<file path="src/hw/rtl/rtt_pkg.sv">
// Shared types and codes for the retry/timeout transaction controller.
// Used by rtt_step and retry_timeout_transaction_fsm_core; depends on nothing.
package rtt_pkg;

   // Event kinds carried on the request channel.
   localparam logic [1:0] FN_START    = 2'd0;
   localparam logic [1:0] FN_TICK     = 2'd1;
   localparam logic [1:0] FN_RESPONSE = 2'd2;
   localparam logic [1:0] FN_STOP     = 2'd3;

   // Response message types and NACK reasons.
   localparam logic [1:0] KIND_ACK         = 2'd0;
   localparam logic [1:0] KIND_NACK        = 2'd1;
   localparam logic [1:0] NACK_BUSY        = 2'd0;
   localparam logic [1:0] NACK_UNSUPPORTED = 2'd2;

   // Transaction phases.
   localparam logic [2:0] PH_IDLE       = 3'd0;
   localparam logic [2:0] PH_WAIT_RESP  = 3'd1;
   localparam logic [2:0] PH_WAIT_RETRY = 3'd2;
   localparam logic [2:0] PH_SUCCEEDED  = 3'd3;
   localparam logic [2:0] PH_FAILED     = 3'd4;

   // Outcome codes reported with each result.
   localparam logic [2:0] OC_NONE      = 3'd0;
   localparam logic [2:0] OC_IGNORED   = 3'd1;
   localparam logic [2:0] OC_TIMEOUT   = 3'd2;
   localparam logic [2:0] OC_SUCCESS   = 3'd3;
   localparam logic [2:0] OC_REJECTED  = 3'd4;
   localparam logic [2:0] OC_EXHAUSTED = 3'd5;
   localparam logic [2:0] OC_STOPPED   = 3'd6;

   // Configuration register indexes.
   localparam logic [2:0] REG_RESPONSE_TIMEOUT = 3'd0;
   localparam logic [2:0] REG_RETRY_DELAY      = 3'd1;
   localparam logic [2:0] REG_MAX_ATTEMPTS     = 3'd2;
   localparam logic [2:0] REG_TRANSACTION_ID   = 3'd3;
   localparam logic [2:0] REG_SERVICE_ID       = 3'd4;

   // Configuration reset values.
   localparam logic [31:0] RST_RESPONSE_TIMEOUT = 32'd500;
   localparam logic [31:0] RST_RETRY_DELAY      = 32'd250;
   localparam logic [7:0]  RST_MAX_ATTEMPTS     = 8'd3;
   localparam logic [31:0] RST_TRANSACTION_ID   = 32'd42;
   localparam logic [15:0] RST_SERVICE_ID       = 16'd0;

   // One event as held in the input register.
   typedef struct packed {
      logic [1:0]  func;
      logic        resp_frame_ok;
      logic [15:0] resp_service;
      logic [31:0] resp_txn;
      logic [1:0]  resp_kind;
      logic        resp_payload_ok;
      logic [1:0]  nack_code;
   } req_item_type;

   // One result as held in the output register.
   typedef struct packed {
      logic       send_request;
      logic [2:0] txn_state;
      logic [7:0] attempt_count;
      logic [2:0] outcome;
      logic       service_available;
      logic       done_res;
   } rsp_item_type;

   // Configuration values seen by the event logic.
   typedef struct packed {
      logic [31:0] response_timeout;
      logic [31:0] retry_delay;
      logic [7:0]  max_attempts;
      logic [31:0] transaction_id;
      logic [15:0] service_id;
   } cfg_type;

endpackage

</file>
<file path="src/hw/rtl/rtt_step.sv">
// Next-state and result logic for one event of the transaction controller.
// Purely combinational; uses types and codes from rtt_pkg.
module rtt_step #(
   parameter int TIMER_WIDTH   = 32,
   parameter int ATTEMPT_WIDTH = 8
) (
   input  rtt_pkg::req_item_type     item,
   input  rtt_pkg::cfg_type          cfg,
   input  logic [2:0]                phase_ff,
   input  logic [ATTEMPT_WIDTH-1:0]  attempts_ff,
   input  logic [TIMER_WIDTH-1:0]    countdown_ff,
   input  logic                      armed_ff,
   input  logic                      avail_ff,
   input  logic                      stop_ff,
   output logic [2:0]                phase_in,
   output logic [ATTEMPT_WIDTH-1:0]  attempts_in,
   output logic [TIMER_WIDTH-1:0]    countdown_in,
   output logic                      armed_in,
   output logic                      avail_in,
   output logic                      stop_in,
   output rtt_pkg::rsp_item_type     result
);

   localparam logic [ATTEMPT_WIDTH-1:0] ATT_MAX = {ATTEMPT_WIDTH{1'b1}};
   localparam logic [TIMER_WIDTH-1:0]   CNT_ONE = TIMER_WIDTH'(1);

   logic [ATTEMPT_WIDTH-1:0]  att_inc;
   logic [ATTEMPT_WIDTH+7:0]  att_ext;
   logic [ATTEMPT_WIDTH+7:0]  max_ext;
   logic                      budget_used;
   logic                      resp_match;
   logic [ATTEMPT_WIDTH+7:0]  att_out;
   logic                      send;
   logic [2:0]                oc;

   // Saturating attempt increment and the budget check after a failed try.
   assign att_inc     = (attempts_ff < ATT_MAX) ? attempts_ff + 1'b1 : attempts_ff;
   assign att_ext     = {{8{1'b0}}, attempts_ff};
   assign max_ext     = {{ATTEMPT_WIDTH{1'b0}}, cfg.max_attempts};
   assign budget_used = (att_ext >= max_ext);

   // A response counts only in a waiting phase with matching header fields.
   assign resp_match = ((phase_ff == rtt_pkg::PH_WAIT_RESP) ||
                        (phase_ff == rtt_pkg::PH_WAIT_RETRY)) &&
                       item.resp_frame_ok &&
                       (item.resp_service == cfg.service_id) &&
                       (item.resp_txn == cfg.transaction_id);

   // Event decode.
   always_comb begin
      phase_in     = phase_ff;
      attempts_in  = attempts_ff;
      countdown_in = countdown_ff;
      armed_in     = armed_ff;
      avail_in     = avail_ff;
      stop_in      = stop_ff;
      send         = 1'b0;
      oc           = rtt_pkg::OC_NONE;
      if (!stop_ff) begin
         case (item.func)
            rtt_pkg::FN_START: begin
               if (phase_ff == rtt_pkg::PH_IDLE) begin
                  attempts_in  = att_inc;
                  send         = 1'b1;
                  countdown_in = cfg.response_timeout[TIMER_WIDTH-1:0];
                  armed_in     = 1'b1;
                  phase_in     = rtt_pkg::PH_WAIT_RESP;
               end
            end
            rtt_pkg::FN_TICK: begin
               if (armed_ff) begin
                  if (countdown_ff > CNT_ONE) begin
                     countdown_in = countdown_ff - CNT_ONE;
                  end else begin
                     countdown_in = '0;
                     armed_in     = 1'b0;
                     if (phase_ff == rtt_pkg::PH_WAIT_RESP) begin
                        // Response timeout: retry after a delay or give up.
                        if (budget_used) begin
                           avail_in = 1'b0;
                           phase_in = rtt_pkg::PH_FAILED;
                           stop_in  = 1'b1;
                           oc       = rtt_pkg::OC_EXHAUSTED;
                        end else begin
                           phase_in     = rtt_pkg::PH_WAIT_RETRY;
                           countdown_in = cfg.retry_delay[TIMER_WIDTH-1:0];
                           armed_in     = 1'b1;
                           oc           = rtt_pkg::OC_TIMEOUT;
                        end
                     end else if (phase_ff == rtt_pkg::PH_WAIT_RETRY) begin
                        // Retry delay over: resend.
                        attempts_in  = att_inc;
                        send         = 1'b1;
                        countdown_in = cfg.response_timeout[TIMER_WIDTH-1:0];
                        armed_in     = 1'b1;
                        phase_in     = rtt_pkg::PH_WAIT_RESP;
                     end
                  end
               end
            end
            rtt_pkg::FN_RESPONSE: begin
               oc = rtt_pkg::OC_IGNORED;
               if (resp_match) begin
                  if ((item.resp_kind == rtt_pkg::KIND_ACK) && item.resp_payload_ok) begin
                     countdown_in = '0;
                     armed_in     = 1'b0;
                     phase_in     = rtt_pkg::PH_SUCCEEDED;
                     stop_in      = 1'b1;
                     oc           = rtt_pkg::OC_SUCCESS;
                  end else if ((item.resp_kind == rtt_pkg::KIND_NACK) &&
                               item.resp_payload_ok &&
                               (item.nack_code <= rtt_pkg::NACK_UNSUPPORTED)) begin
                     countdown_in = '0;
                     armed_in     = 1'b0;
                     if (item.nack_code == rtt_pkg::NACK_BUSY) begin
                        // Busy: same retry decision as a timeout, quiet outcome.
                        if (budget_used) begin
                           avail_in = 1'b0;
                           phase_in = rtt_pkg::PH_FAILED;
                           stop_in  = 1'b1;
                           oc       = rtt_pkg::OC_EXHAUSTED;
                        end else begin
                           phase_in     = rtt_pkg::PH_WAIT_RETRY;
                           countdown_in = cfg.retry_delay[TIMER_WIDTH-1:0];
                           armed_in     = 1'b1;
                           oc           = rtt_pkg::OC_NONE;
                        end
                     end else begin
                        phase_in = rtt_pkg::PH_FAILED;
                        stop_in  = 1'b1;
                        oc       = rtt_pkg::OC_REJECTED;
                     end
                  end
               end
            end
            default: begin
               // Stop keeps the phase and disarms the timer.
               countdown_in = '0;
               armed_in     = 1'b0;
               stop_in      = 1'b1;
               oc           = rtt_pkg::OC_STOPPED;
            end
         endcase
      end
   end

   // Result fields reflect the state after the event.
   assign att_out = {{8{1'b0}}, attempts_in};

   always_comb begin
      result.send_request      = send;
      result.txn_state         = phase_in;
      result.attempt_count     = att_out[7:0];
      result.outcome           = oc;
      result.service_available = avail_in;
      result.done_res          = stop_in;
   end

endmodule

</file>
<file path="src/hw/rtl/retry_timeout_transaction_fsm_core.sv">
// Request/retry transaction controller with response timeout: top level.
// Depends on rtt_pkg and rtt_step.
//
// Each event transfer on the req_ channel (start, tick, response or stop) yields exactly one
// result transfer on the rsp_ channel, in order. An event is captured in an input register,
// decoded by a single level of compare and countdown logic, and its result is registered in an
// output register, from which the result transfer is made. One event is taken every cycle
// while rsp_tready stays high. When a result waits with rsp_tready low, the input register
// still takes one more event and then req_tready drops until the waiting result is taken.
// Configuration registers are written through the csr_ port; the user must write them only
// while no event is in flight, which the block itself does not enforce.
module retry_timeout_transaction_fsm_core #(
   parameter int TIMER_WIDTH   = 32,
   parameter int ATTEMPT_WIDTH = 8
) (
   input  logic        clock,
   input  logic        reset,
   input  logic        req_tvalid,
   output logic        req_tready,
   // [0] resp_frame_ok, [16:1] resp_service, [48:17] resp_txn, [50:49] resp_kind,
   // [51] resp_payload_ok, [53:52] nack_code, [55:54] unused
   input  logic [55:0] req_tdata,
   // [1:0] func
   input  logic [1:0]  req_tuser,
   output logic        rsp_tvalid,
   input  logic        rsp_tready,
   // [0] send_request, [3:1] txn_state, [11:4] attempt_count, [14:12] outcome,
   // [15] service_available, [16] done_res, [23:17] zero
   output logic [23:0] rsp_tdata,
   input  logic        csr_we,
   input  logic [2:0]  csr_index,
   input  logic [31:0] csr_wdata
);

   rtt_pkg::cfg_type          cfg_ff;
   rtt_pkg::req_item_type     in_item_ff;
   logic                      in_valid_ff;
   logic                      in_valid_in;
   rtt_pkg::rsp_item_type     out_item_ff;
   rtt_pkg::rsp_item_type     step_result;
   logic                      out_valid_ff;
   logic                      out_valid_in;
   logic                      req_accept;
   logic                      advance;

   logic [2:0]                phase_ff;
   logic [2:0]                phase_in;
   logic [ATTEMPT_WIDTH-1:0]  attempts_ff;
   logic [ATTEMPT_WIDTH-1:0]  attempts_in;
   logic [TIMER_WIDTH-1:0]    countdown_ff;
   logic [TIMER_WIDTH-1:0]    countdown_in;
   logic                      armed_ff;
   logic                      armed_in;
   logic                      avail_ff;
   logic                      avail_in;
   logic                      stop_ff;
   logic                      stop_in;

   // Handshake: an event moves on when the output register is free or being emptied.
   assign advance     = in_valid_ff && (!out_valid_ff || rsp_tready);
   assign req_tready  = !in_valid_ff || advance;
   assign req_accept  = req_tvalid && req_tready;
   assign in_valid_in = req_accept ? 1'b1 : (advance ? 1'b0 : in_valid_ff);
   assign out_valid_in = advance ? 1'b1 : (rsp_tready ? 1'b0 : out_valid_ff);

   // Configuration registers.
   always_ff @(posedge clock) begin
      if (reset) begin
         cfg_ff.response_timeout <= rtt_pkg::RST_RESPONSE_TIMEOUT;
         cfg_ff.retry_delay      <= rtt_pkg::RST_RETRY_DELAY;
         cfg_ff.max_attempts     <= rtt_pkg::RST_MAX_ATTEMPTS;
         cfg_ff.transaction_id   <= rtt_pkg::RST_TRANSACTION_ID;
         cfg_ff.service_id       <= rtt_pkg::RST_SERVICE_ID;
      end else if (csr_we) begin
         case (csr_index)
            rtt_pkg::REG_RESPONSE_TIMEOUT: cfg_ff.response_timeout <= csr_wdata;
            rtt_pkg::REG_RETRY_DELAY:      cfg_ff.retry_delay      <= csr_wdata;
            rtt_pkg::REG_MAX_ATTEMPTS:     cfg_ff.max_attempts     <= csr_wdata[7:0];
            rtt_pkg::REG_TRANSACTION_ID:   cfg_ff.transaction_id   <= csr_wdata;
            rtt_pkg::REG_SERVICE_ID:       cfg_ff.service_id       <= csr_wdata[15:0];
            default: ;
         endcase
      end
   end

   // Input register.
   always_ff @(posedge clock) begin
      if (reset) begin
         in_valid_ff <= 1'b0;
      end else begin
         in_valid_ff <= in_valid_in;
      end
   end

   always_ff @(posedge clock) begin
      if (req_accept) begin
         in_item_ff.func            <= req_tuser;
         in_item_ff.resp_frame_ok   <= req_tdata[0];
         in_item_ff.resp_service    <= req_tdata[16:1];
         in_item_ff.resp_txn        <= req_tdata[48:17];
         in_item_ff.resp_kind       <= req_tdata[50:49];
         in_item_ff.resp_payload_ok <= req_tdata[51];
         in_item_ff.nack_code       <= req_tdata[53:52];
      end
   end

   // Event decode and next-state logic.
   rtt_step #(
      .TIMER_WIDTH   (TIMER_WIDTH),
      .ATTEMPT_WIDTH (ATTEMPT_WIDTH)
   ) u_step (
      .item         (in_item_ff),
      .cfg          (cfg_ff),
      .phase_ff     (phase_ff),
      .attempts_ff  (attempts_ff),
      .countdown_ff (countdown_ff),
      .armed_ff     (armed_ff),
      .avail_ff     (avail_ff),
      .stop_ff      (stop_ff),
      .phase_in     (phase_in),
      .attempts_in  (attempts_in),
      .countdown_in (countdown_in),
      .armed_in     (armed_in),
      .avail_in     (avail_in),
      .stop_in      (stop_in),
      .result       (step_result)
   );

   // Transaction state, updated when an event moves to the output register.
   always_ff @(posedge clock) begin
      if (reset) begin
         phase_ff     <= rtt_pkg::PH_IDLE;
         attempts_ff  <= '0;
         countdown_ff <= '0;
         armed_ff     <= 1'b0;
         avail_ff     <= 1'b1;
         stop_ff      <= 1'b0;
      end else if (advance) begin
         phase_ff     <= phase_in;
         attempts_ff  <= attempts_in;
         countdown_ff <= countdown_in;
         armed_ff     <= armed_in;
         avail_ff     <= avail_in;
         stop_ff      <= stop_in;
      end
   end

   // Output register.
   always_ff @(posedge clock) begin
      if (reset) begin
         out_valid_ff <= 1'b0;
      end else begin
         out_valid_ff <= out_valid_in;
      end
   end

   always_ff @(posedge clock) begin
      if (advance) begin
         out_item_ff <= step_result;
      end
   end

   assign rsp_tvalid = out_valid_ff;
   assign rsp_tdata  = {7'd0,
                        out_item_ff.done_res,
                        out_item_ff.service_available,
                        out_item_ff.outcome,
                        out_item_ff.attempt_count,
                        out_item_ff.txn_state,
                        out_item_ff.send_request};

endmodule
</file>
<file path="config.mk">
export PLATFORM = sky130hd
export DESIGN_NAME = retry_timeout_transaction_fsm_core
export DESIGN_NICKNAME = d
export VERILOG_FILES = /design/src/hw/rtl/rtt_pkg.sv /design/src/hw/rtl/rtt_step.sv /design/src/hw/rtl/retry_timeout_transaction_fsm_core.sv
export SDC_FILE = /design/constraint.sdc
export NUM_CORES = 1
export LEC_CHECK = 0
export BUFFER_PORTS_ARGS = -buffer_cell sky130_fd_sc_hd__buf_2
export CORE_MARGIN = 2
export CORE_UTILIZATION = 61
export CTS_BUF_LIST = sky130_fd_sc_hd__clkbuf_8
export DETAILED_ROUTE_END_ITERATION = 12
export GPL_ROUTABILITY_DRIVEN = 0
export PLACE_DENSITY = 0.94
export REMOVE_ABC_BUFFERS = 1
export SLEW_MARGIN = 20
export SYNTH_ARGS = -nofsm -noshare
export SYNTH_HDL_FRONTEND = slang
export SYNTH_SLANG_ARGS = --single-unit
</file>
<file path="constraint.sdc">
create_clock -name clock -period 3.7 [get_ports clock]
set_input_delay 0.555 -clock clock [delete_from_list [all_inputs] [get_ports clock]]
set_output_delay 0.555 -clock clock [all_outputs]
set_load 0.02 [all_outputs]
</file>
==> flow_summary.json <==
{
  "synth_compound_area_frac": 0.190,
  "multi_input_area_sq_um": 5330,
  "grt_use_total": 0.311,
  "hold_buffers": 0,
  "drtIter0Drc": 1122,
  "firstDrtPassIters": 6,
  "synth_cell_type_count": 76,
  "clock.fmax_mhz": 329,
  "critPathCaptureType": "flop",
  "critical_path.cell_chain": "or4_1, nor2_2, and4_1, nand2_1, a21oi_1, nand2_1, a22o_1",
  "irDropWorstVdd_mv": 0.364,
  "hold_path.class": "in2reg",
  "fin_hold_ws_ns": 0.160,
  "synth_cells": 1239,
  "cp_common_cell": "nand2_1",
  "grt_pass1_wl_um": 49900,
  "antenna_found_initial": 0,
  "numCtsBuffers": 40,
  "critical_path.max_stage_delay_ns": 0.68,
  "worst-setup-path-type": "reg2reg",
  "p_int_w": 0.00452,
  "finalHoldViolations": 0,
  "die_w_um": 141,
  "final_nets": 1448,
  "cts_setup_buffers": 0,
  "cts_tree": "built",
  "seq_power_share": 0.456,
  "grt_pass1_vias": 10200,
  "io_pins": 124,
  "wl_per_cell_um": 19.5,
  "tns_ns": 0,
  "tightest_slew_ns": 1.15,
  "switching_share": 0.283,
  "finalMaxSlewViolations": 0,
  "cp_max_fo": 9,
  "dp_hpwl_um": 20400,
  "start_util": 0.616,
  "drc_errors": 0,
  "via_per_inst": 6.45,
  "ys_seq_area_frac": 0.485,
  "synth_edf_count": 73,
  "clk_pin_slew_worst_paths_ns": 0.07,
  "path_buf_inv": 0,
  "n_fill_cell": 1286,
  "postPlaceCellArea_sq_um": 12000,
  "synth_most_common_cell": "nand2_1",
  "syn_area_per_cell_sq_um": 9.24,
  "cp_slowest_cell": "or4_1",
  "comb_power_share": 0.159,
  "rsz0062_at_grt": "false",
  "dieArea_sq_um": 19900,
  "finClkSkew_ns": 0.0396,
  "crit_arrival_ns": 3.33,
  "io_buffers": 114,
  "fin_area_sq_um": 12900,
  "startpoint_type": "flop",
  "die_y_um": 141,
  "synth.largest_area_cell": "dfxtp_1",
  "syn2layout_area_growth_pct": 12.5,
  "yosys.area_share.simple": 0.194,
  "period_share": 0.821,
  "cts_sinks": 241,
  "vias": 10300,
  "p_sw_w": 0.00178,
  "slew_headroom": 0.234,
  "cts_root_buf": "clkbuf_8",
  "rows": 50,
  "clk_latency_ns": 0.57,
  "n_antenna_cell": 0,
  "cellLeakagePower_nw": 4.84,
  "period_needed_ns": 3.04,
  "clkPwrFrac": 0.385,
  "synth_top_area_frac": 0.294,
  "finalSetupViolCount": 0,
  "crit_family": "simple AND/OR/NAND/NOR gates",
  "cap_violations": 0,
  "synthTopCellsByCount": "nand2_1 (255), dfxtp_1 (168), a21oi_1 (144), edfxtp_1 (73), clkbuf_1 (65)",
  "core_area_sq_um": 18600,
  "synthAdderAreaFrac": 0.0164,
  "ys_warn_count": 0,
  "synthFlopType": "dfxtp_1",
  "muxShareOfSynthArea": 0.00885,
  "critical_path_required_ns": 3.99,
  "grt_overflow": 0,
  "drive_gt1_frac": 0.163,
  "synth_xor_area_frac": 0.0520,
  "cts_resized": 0,
  "regArea_sq_um": 5560,
  "clockBufferDepth": 3,
  "synth_area_leaders": "dfxtp_1 (29%), edfxtp_1 (19%), nand2_1 (8.4%)",
  "async_flop_share": 0,
  "syn_area_sq_um": 11400,
  "htree_levels": 2,
  "ant_nets": 0,
  "status": "finished, final reports clean",
  "routed_wl_um": 31300,
  "grt_max_degree": 51,
  "synth_top_family_by_area": "simple AND/OR/NAND/NOR gates",
  "ys_ff_latch": 241,
  "p_per_area_nw_per_um2": 490
}
==> area by class of cell <==
type / instances / area share
tap: 234 / 0.0227
sequential: 241 / 0.431
inverter: 25 / 0.00729
clock buffer: 48 / 0.0513
clock inverter: 26 / 0.0135
multi-input combinational: 887 / 0.414
timing repair buffer: 140 / 0.0597
==> per-stage QoR <==
step,total power [W],setup slack [ns],util,instances
after floorplan,0.00356,-0.232,-,1153
after global placement,0.00386,0.840,0.648,1527
after detailed placement,0.00390,0.768,0.648,1527
after CTS,0.00628,0.744,0.693,1601
after global routing,0.00652,0.511,0.693,1601
final,0.00630,0.663,0.693,1601
==> logic make-up after synthesis <==
logic type,Yosys count
flops,241
xor+xnor,68
simple gates,465
buf+inv,117
fa+ha+maj,15
compound gates,322
other cells,1
mux,10
==> path summary, 6_finish.rpt <==
check	start	end	slack [ns]	cells past startpoint
max reg2reg	countdown_ff[16]	rsp_tdata[11]	0.66	7
min	req_tdata[38]	in_item_ff[26]	0.16	1
min reg2reg	avail_ff	avail_ff	0.46	1
max	countdown_ff[16]	rsp_tdata[11]	0.66	7
==> worst register-to-register path, stage by stage (launching register included) <==
cell	delay, ns
dfxtp_1	0.36
or4_1	0.68
nor2_2	0.40
and4_1	0.43
nand2_1	0.16
a21oi_1	0.40
nand2_1	0.09
a22o_1	0.24
==> placed cells by master, fill, tap and decap left out, types with 7 or more instances in the layout <==
cell type  instances
xnor2_1           48
o2bb2ai_1         24
edfxtp_1          73
dfxtp_1          168
nor2_1            49
nand3_1           31
a22oi_1           10
nand2_1          255
a21oi_1          143
buf_4             27
a221oi_1          32
mux2i_1            9
nor3_1            15
nand4_1           17
buf_2            113
and2_1             8
conb_1             7
nor2b_1           14
a222oi_1          20
ha_1              15
clkbuf_8          48
xor2_1            20
o21ai_0           22
a31oi_1           13
nand2b_1          10
nor4_1            15
inv_1             38
and3_1             9
==> power by group through the flow <==
| stage | Sequential, W | Combinational (W) | Clock, W |
|---|---|---|---|
| finish | 0.00287 | 0.00100 | 0.00243 |
| global route | 0.00288 | 0.00108 | 0.00256 |
| CTS | 0.00287 | 0.000976 | 0.00243 |
| detailed placement | 0.00293 | 0.000968 | 0 |
| global placement | 0.00292 | 0.000936 | 0 |
| floorplan | 0.00293 | 0.000631 | 0 |
==> layer usage <==
metal	wire [um]	share of wire	global-route usage	vias to the layer above
li1	-	-	-	4680
met4	1500	0.048	0.177	0
met2	14700	0.47	0.512	709
met1	11400	0.36	0.375	4788
met3	3730	0.12	0.0771	150
met5	0	0	0	-
==> flip-flops by register name, indices dropped and copies added (netlist names), 3 cells and up <==
name / count
attempts_ff: 8
cfg_ff: 120
countdown_ff: 32
in_item_ff: 56
phase_ff: 3
rsp_tdata: 17
Power figures use the tool's default switching activity.
